==> src/hw/rtl/rvalu_pkg.sv <==
// Types and constants of the pipelined RV32IM integer ALU.
`timescale 1ns / 1ps
package rvalu_pkg;

   localparam int DIV_STEPS_PER_STAGE = 4;
   localparam int DIV_STAGES          = 32 / DIV_STEPS_PER_STAGE;
   localparam int LATENCY             = DIV_STAGES + 3;
   localparam logic [31:0] MOST_NEGATIVE = 32'h8000_0000;

   typedef enum logic [4:0] {
      ACT_OR     = 5'd0,
      ACT_AND    = 5'd1,
      ACT_XOR    = 5'd2,
      ACT_ADD    = 5'd3,
      ACT_SUB    = 5'd4,
      ACT_SLL    = 5'd5,
      ACT_SRL    = 5'd6,
      ACT_SRA    = 5'd7,
      ACT_SLT    = 5'd8,
      ACT_SLTU   = 5'd9,
      ACT_JALR   = 5'd10,
      ACT_MULH   = 5'd11,
      ACT_MULHSU = 5'd12,
      ACT_MULHU  = 5'd13,
      ACT_MUL    = 5'd14,
      ACT_DIVU   = 5'd15,
      ACT_REMU   = 5'd16,
      ACT_DIV    = 5'd17,
      ACT_REM    = 5'd18
   } action_type;

   typedef struct packed {
      logic [31:0] res;
      logic        use_div;
      logic        want_rem;
      logic        neg_q;
      logic        neg_r;
   } ctl_type;

endpackage

==> src/hw/rtl/rvalu_div_pipe.sv <==
// Pipelined unsigned restoring divider, several quotient bits per stage.
`timescale 1ns / 1ps
module rvalu_div_pipe
   import rvalu_pkg::*;
(
   input  logic        clock,
   input  logic [31:0] num,
   input  logic [31:0] den,
   output logic [31:0] quo,
   output logic [31:0] rem
);

   logic [31:0] r_ff [DIV_STAGES];
   logic [31:0] q_ff [DIV_STAGES];
   logic [31:0] d_ff [DIV_STAGES];

   function automatic logic [63:0] div_step(logic [31:0] r, logic [31:0] q, logic [31:0] d);
      logic [32:0] t;
      t = {r, q[31]};
      if (t >= {1'b0, d}) begin
         t = t - {1'b0, d};
         return {t[31:0], q[30:0], 1'b1};
      end
      return {t[31:0], q[30:0], 1'b0};
   endfunction

   for (genvar s = 0; s < DIV_STAGES; s++) begin : g_stage
      logic [31:0] r_src, q_src, d_src;
      logic [31:0] r_in, q_in;
      logic [63:0] step;

      if (s == 0) begin : g_first
         assign r_src = '0;
         assign q_src = num;
         assign d_src = den;
      end else begin : g_next
         assign r_src = r_ff[s-1];
         assign q_src = q_ff[s-1];
         assign d_src = d_ff[s-1];
      end

      always_comb begin
         r_in = r_src;
         q_in = q_src;
         step = '0;
         for (int i = 0; i < DIV_STEPS_PER_STAGE; i++) begin
            step = div_step(r_in, q_in, d_src);
            r_in = step[63:32];
            q_in = step[31:0];
         end
      end

      always_ff @(posedge clock) begin
         r_ff[s] <= r_in;
         q_ff[s] <= q_in;
         d_ff[s] <= d_src;
      end
   end

   assign quo = q_ff[DIV_STAGES-1];
   assign rem = r_ff[DIV_STAGES-1];

endmodule

==> config.mk <==
export PLATFORM = sky130hd
export DESIGN_NAME = rvalu_div_pipe
export DESIGN_NICKNAME = d
export VERILOG_FILES = /design/src/hw/rtl/rvalu_pkg.sv /design/src/hw/rtl/rvalu_div_pipe.sv
export SDC_FILE = /design/constraint.sdc
export NUM_CORES = 2
export LEC_CHECK = 0
export ABC_CLOCK_PERIOD_IN_PS = 13850
export BUFFER_PORTS_ARGS = -buffer_cell sky130_fd_sc_hd__buf_2
export CAP_MARGIN = 15
export CORE_MARGIN = 2
export CORE_UTILIZATION = 33
export CTS_CLUSTER_DIAMETER = 150
export CTS_CLUSTER_SIZE = 28
export DETAILED_ROUTE_END_ITERATION = 12
export MAX_ROUTING_LAYER = met4
export PLACE_DENSITY = 0.56
export SYNTH_ARGS = -nofsm -noshare
export SYNTH_HDL_FRONTEND = slang
export SYNTH_SLANG_ARGS = --single-unit
==> constraint.sdc <==
create_clock -name clock -period 13.85 [get_ports clock]
set_input_delay 0.6925 -clock clock [delete_from_list [all_inputs] [get_ports clock]]
set_output_delay 0.6925 -clock clock [all_outputs]
set_load 0.03 [all_outputs]
==> Word-level counts from Yosys, hierarchy flattened <==
Memories as Yosys holds them, arrays and structs flattened.
Index checks and enable logic that the tools add are counted.
{ "word_totals": {"ff_bits": 0, "ramBits": 768, "in_bits": 65, "elab_cells": 195, "memories": 3} }
{ "mem_list": {"columns": ["memory", "words", "width", "read_ports", "rd_ports_with_merged_regs", "wr", "line_no", "text"], "rows": [
  ["d_ff", 8, 32, 7, 0, 8, "rvalu_div_pipe.sv:15", "logic [31:0] d_ff [DIV_STAGES];"],
  ["q_ff", 8, 32, 8, 0, 8, "rvalu_div_pipe.sv:14", "logic [31:0] q_ff [DIV_STAGES];"],
  ["r_ff", 8, 32, 8, 0, 8, "rvalu_div_pipe.sv:13", "logic [31:0] r_ff [DIV_STAGES];"]
]} }
{ "op_classes": {"add_sub_neg": 32, "magnitude_cmp": 32, "n_mux": 128} }
{ "ops": {"columns": ["cell", "count"], "rows": [
  ["$mux 64", 64],
  ["$mux 32", 32],
  ["$ge 33x32->1", 31],
  ["$sub 32x32->32", 31],
  ["$ge 1x32->1", 1],
  ["$mux 1", 32],
  ["$sub 1x32->32", 1]
]} }

==> Logic depth before layout (Yosys ltp) <==
An unclocked memory read counts as a cell.
{ "depth": {"ltp_word": 13, "ltp_mapped": 61, "depth_no_buf": 54} }

==> Worst setup path before layout <==
Ideal clock, no wire load.
{ "synth_path": {"kind": "reg2reg", "start": "mem d_ff[4][1]", "end": "mem r_ff[5][28] (netlist: r_ff[1][60])", "setup_time_ns": 0.141, "arrival_time_ns": 12.560, "required_time_ns": 13.709, "slack_ns": 1.149, "path_stages_with_launch": 55, "path_buffers": 5, "path_cell_list": "dfxtp_1 > inv_1 > ha_1 > nor2b_1 > o21ai_0 > a21oi_1 > nor3_1 > o31ai_1 > nand3_1 > nand3_1 > o21ai_1 > inv_2 > buf_1 > mux2_2 > ha_1 > a21o_1 > nor2b_1 > a2111oi_0 > (+19 left out) > inv_1 > clkbuf_1 > clkbuf_1 > a21oi_1 > ha_1 > nor2b_1 > o21a_1 > o21ai_0 > a31oi_1 > o41ai_1 > o31ai_1 > a21oi_1 > o21a_1 > inv_1 > a211o_1 > mux2i_1 > clkbuf_1 > o221ai_1"} }
{ "synth_rtl": {"columns": ["item", "line_no"], "rows": [
  ["start, declared", "rvalu_div_pipe.sv:15"],
  ["end, declared", "rvalu_div_pipe.sv:13"]
]} }

==> impl_results.md <==
- Final Cell Area: 0.08404 mm²
- Area leader, netlist: dfxtp_1
- CTS tree: built
- Die width: 485.7 µm
- R2R Path Start: d_ff[1][9]
- Reg2Reg Setup Slack: 0.68 ns
- Worst IR Drop VDD: 0.4232 mV
- Largest stage delay, worst path: 0.62 ns
- Largest net degree at the start of global routing: 54
- R2r endpoint: r_ff[0][79]
- Min Tclk post-route: 13.17 ns
- GRT Total Usage: 0.2309
- Max-slew violation count: 0
- Max-cap viol count: 0
- Final clock skew: 0.06695 ns
- DR top layer: met4
- Port bufs: 128
- Seq/Total Area, Yosys: 0.1924
- Initial DRC count: 5147
- Worst R2R Path Depth: 48
- Number of CTS-inserted buffers: 38
- Cell area after synthesis: 0.07656 mm²
- Synth Flop Type: dfxtp_1
- HP Class: input pin to flip-flop
- Yosys cell types: 95
- Critical path type: flip-flop to flip-flop
- Overflow after GRT: 0
- Num rows: 176
- Syn Inst Count: 9448
- FFs w/ async S/R, synth: 0
- Final Net Count: 10810
- Peak Freq: 0.07593 GHz
- WHS Endpoint: q_ff[0][7]
- Status: completed
- Final WL: 276.8 mm
- Die outline area: 0.2359 mm²
- Critical path arrival: 13.74 ns
- DRC viols: 0
- Warnings from Yosys: 0
- Top post-synthesis cells by area: dfxtp_1 19%, ha_1 16%, mux2_2 8.5%
- IO Pins: 129
- Slew headroom: 0.2430
- Post-synth EDFFs: 0
- Crit Path Max Fanout: 33
- DRT met1 WL: 123.9 mm
- Post-route ant nets: 0
- Via count: 71590
- Clock sink count: 736
- Final Hold Viols: 0
- Seq cells post-synth: 736
- Max H-tree Level: 2
- Met2 WL: 130.4 mm
- Hold_sp: num[3]
- Synthesized area per cell: 8.104 µm²
- Clock Latency Late Sink: 0.72 ns
- Core Footprint: 0.2303 mm²
- Pleak: 0.03953 µW
- Vias in the first global route: 68820
- Cell Pwr Density: 182.3 mW/mm²
- CP endpoint kind: flip-flop
- Drt pass-1 iters: 6
- Area growth syn-to-layout: 9.769%
- WL/cell: 21.67 µm
- Critical path startpoint category: flip-flop
- Layout cells sized above 1: 0.1263
- CP most frequent cell: ha_1
- Yosys top cell area share: 0.1924
- Slowest CP cell: dfxtp_1
- Placed wire-length estimate: 231.3 mm
- DR vias/cell: 5.606
- Overall die height: 485.7 µm
- Global placer's final weighted congestion: 0.9737
- Post-route clock period utilization: 0.9509
- CP startpoint: d_ff[1][9]
- Util after Layout: 0.3649
- Initial Util: 0.3324
- Global-route wire length before repair: 415.3 mm
- Met3 routed WL: 11.91 mm
- Hold-fix buffers, CTS: 0
- Most frequent cell after synthesis: ha_1
- Post-Synthesis Net Count: 10540
- Clock tree buffer depth: 3
- Clk root buf: clkbuf_16
- Initial antenna violation count: 17
- Worst EP required: 14.42 ns
- Worst Tran Pin Value: 1.126 ns
- Dpl cell area: 0.08242 mm²
- Hold Path Cell Cnt: 1
- CTS clk-pin slew, worst paths: 0.11 ns
- Final setup fails: 0
- Most instantiated cells after synthesis: 994 x ha_1, 832 x a21oi_1, 736 x dfxtp_1, 645 x inv_1, 639 x nor2_1
==> area by class of cell <==
type	count	area, µm²
Clock buffer	40	968.4
Fill cell	23920	146300
Inverter	658	2492
Timing Repair Buffer	421	2934
Antenna cell	4	10.01
Clock inverter	20	312.8
Multi-Input combinational cell	7865	58800
Sequential cell	736	14740
Tap cell	3026	3786
==> power by group <==
group | total (µW) | internal, µW | switching (µW) | leakage (µW)
Sequential | 2530 | 2400 | 133 | 0.00611
Clock | 1430 | 582 | 845 | 0.000618
Combinational | 11400 | 5160 | 6200 | 0.0328
Total | 15300 | 8140 | 7180 | 0.0395
==> sequential cells by signal, indices dropped and copies added (netlist names) <==
signal / cells
d_ff: 224
q_ff: 256
r_ff: 256
==> what timing repair did <==
item                                    CTS  global route
endpoints found under the setup margin   54           231
gates resized for setup                   6            64
setup buffers                             2            11
gates cloned                              1             1
pin swaps                                 1             5
==> cell families after synthesis <==
kind of cell    synth area share
compound gates            0.2482
xor+xnor                 0.08923
fa+ha+maj                 0.1705
buf+inv                  0.04300
flops                     0.1924
mux                      0.09771
simple gates              0.1589
==> critical path: cells and delay by family, from the launching register on <==
family                   cells  cell delay (ns)
AND/OR/NAND/NOR             13             2.71
buffers and inverters        4             1.09
adder cells (fa/ha/maj)      4             1.51
flip-flops                   1             0.62
multiplexers                 4             1.28
AO/OA/AOI/OAI               22             5.61
XOR/XNOR                     1             0.17
==> routing by layer <==
layer | global-route usage | vias up
met4 | 0.08023 | 0
met2 | 0.3867 | 1866
met3 | 0.01850 | 399
li1 | - | 35290
met5 | - | -
met1 | 0.2914 | 34030
==> worst max-delay path by stage <==
stage	slack, ns	end	cells past startpoint
floorplan	1.15	r_ff[1][60]	54
finish	0.68	r_ff[0][79]	48
global route	-0.01	r_ff[0][37]	51
CTS	0.03	r_ff[1][99]	48
global placement	-0.68	r_ff[1][99]	47
detailed placement	-0.59	r_ff[1][99]	47
==> layout by cell type (no fill, tap or decap), drive strengths merged, types with 31 or more instances in the layout <==
cell       n
and3     100
fa        31
clkbuf    40
nor4      52
a21oi    834
o211ai    67
and2      73
o31ai     73
xnor2    523
a221o     44
nor3     179
buf      421
or2       49
or3       81
nor2     639
o21ai    562
nand2    596
mux2     587
nand2b   124
a21boi    66
nand4    140
a211oi    93
a2111oi   37
o21bai   128
dfxtp    736
nor2b    128
inv      662
o21a     152
a21o     413
o221ai    48
a31oi     96
ha       994
nand3    203
mux2i     87
xor2     257
==> stage by stage <==
stage	instances	setup slack, ns	total power (µW)	hold slack, ns	setup TNS [ns]
2_1_floorplan	9448	1.149	11200	0.3096	0
6_report	12770	0.6798	15320	0.07891	0
5_1_grt	12770	-0.01390	16650	0.02444	-0.04165
4_1_cts	12750	0.02545	15250	0.002579	0
3_3_place_gp	12690	-0.6804	13520	0.3109	-19.24
3_5_place_dp	12690	-0.5861	13620	0.3121	-16.30
Note: power is estimated with default switching activity, not from simulation.
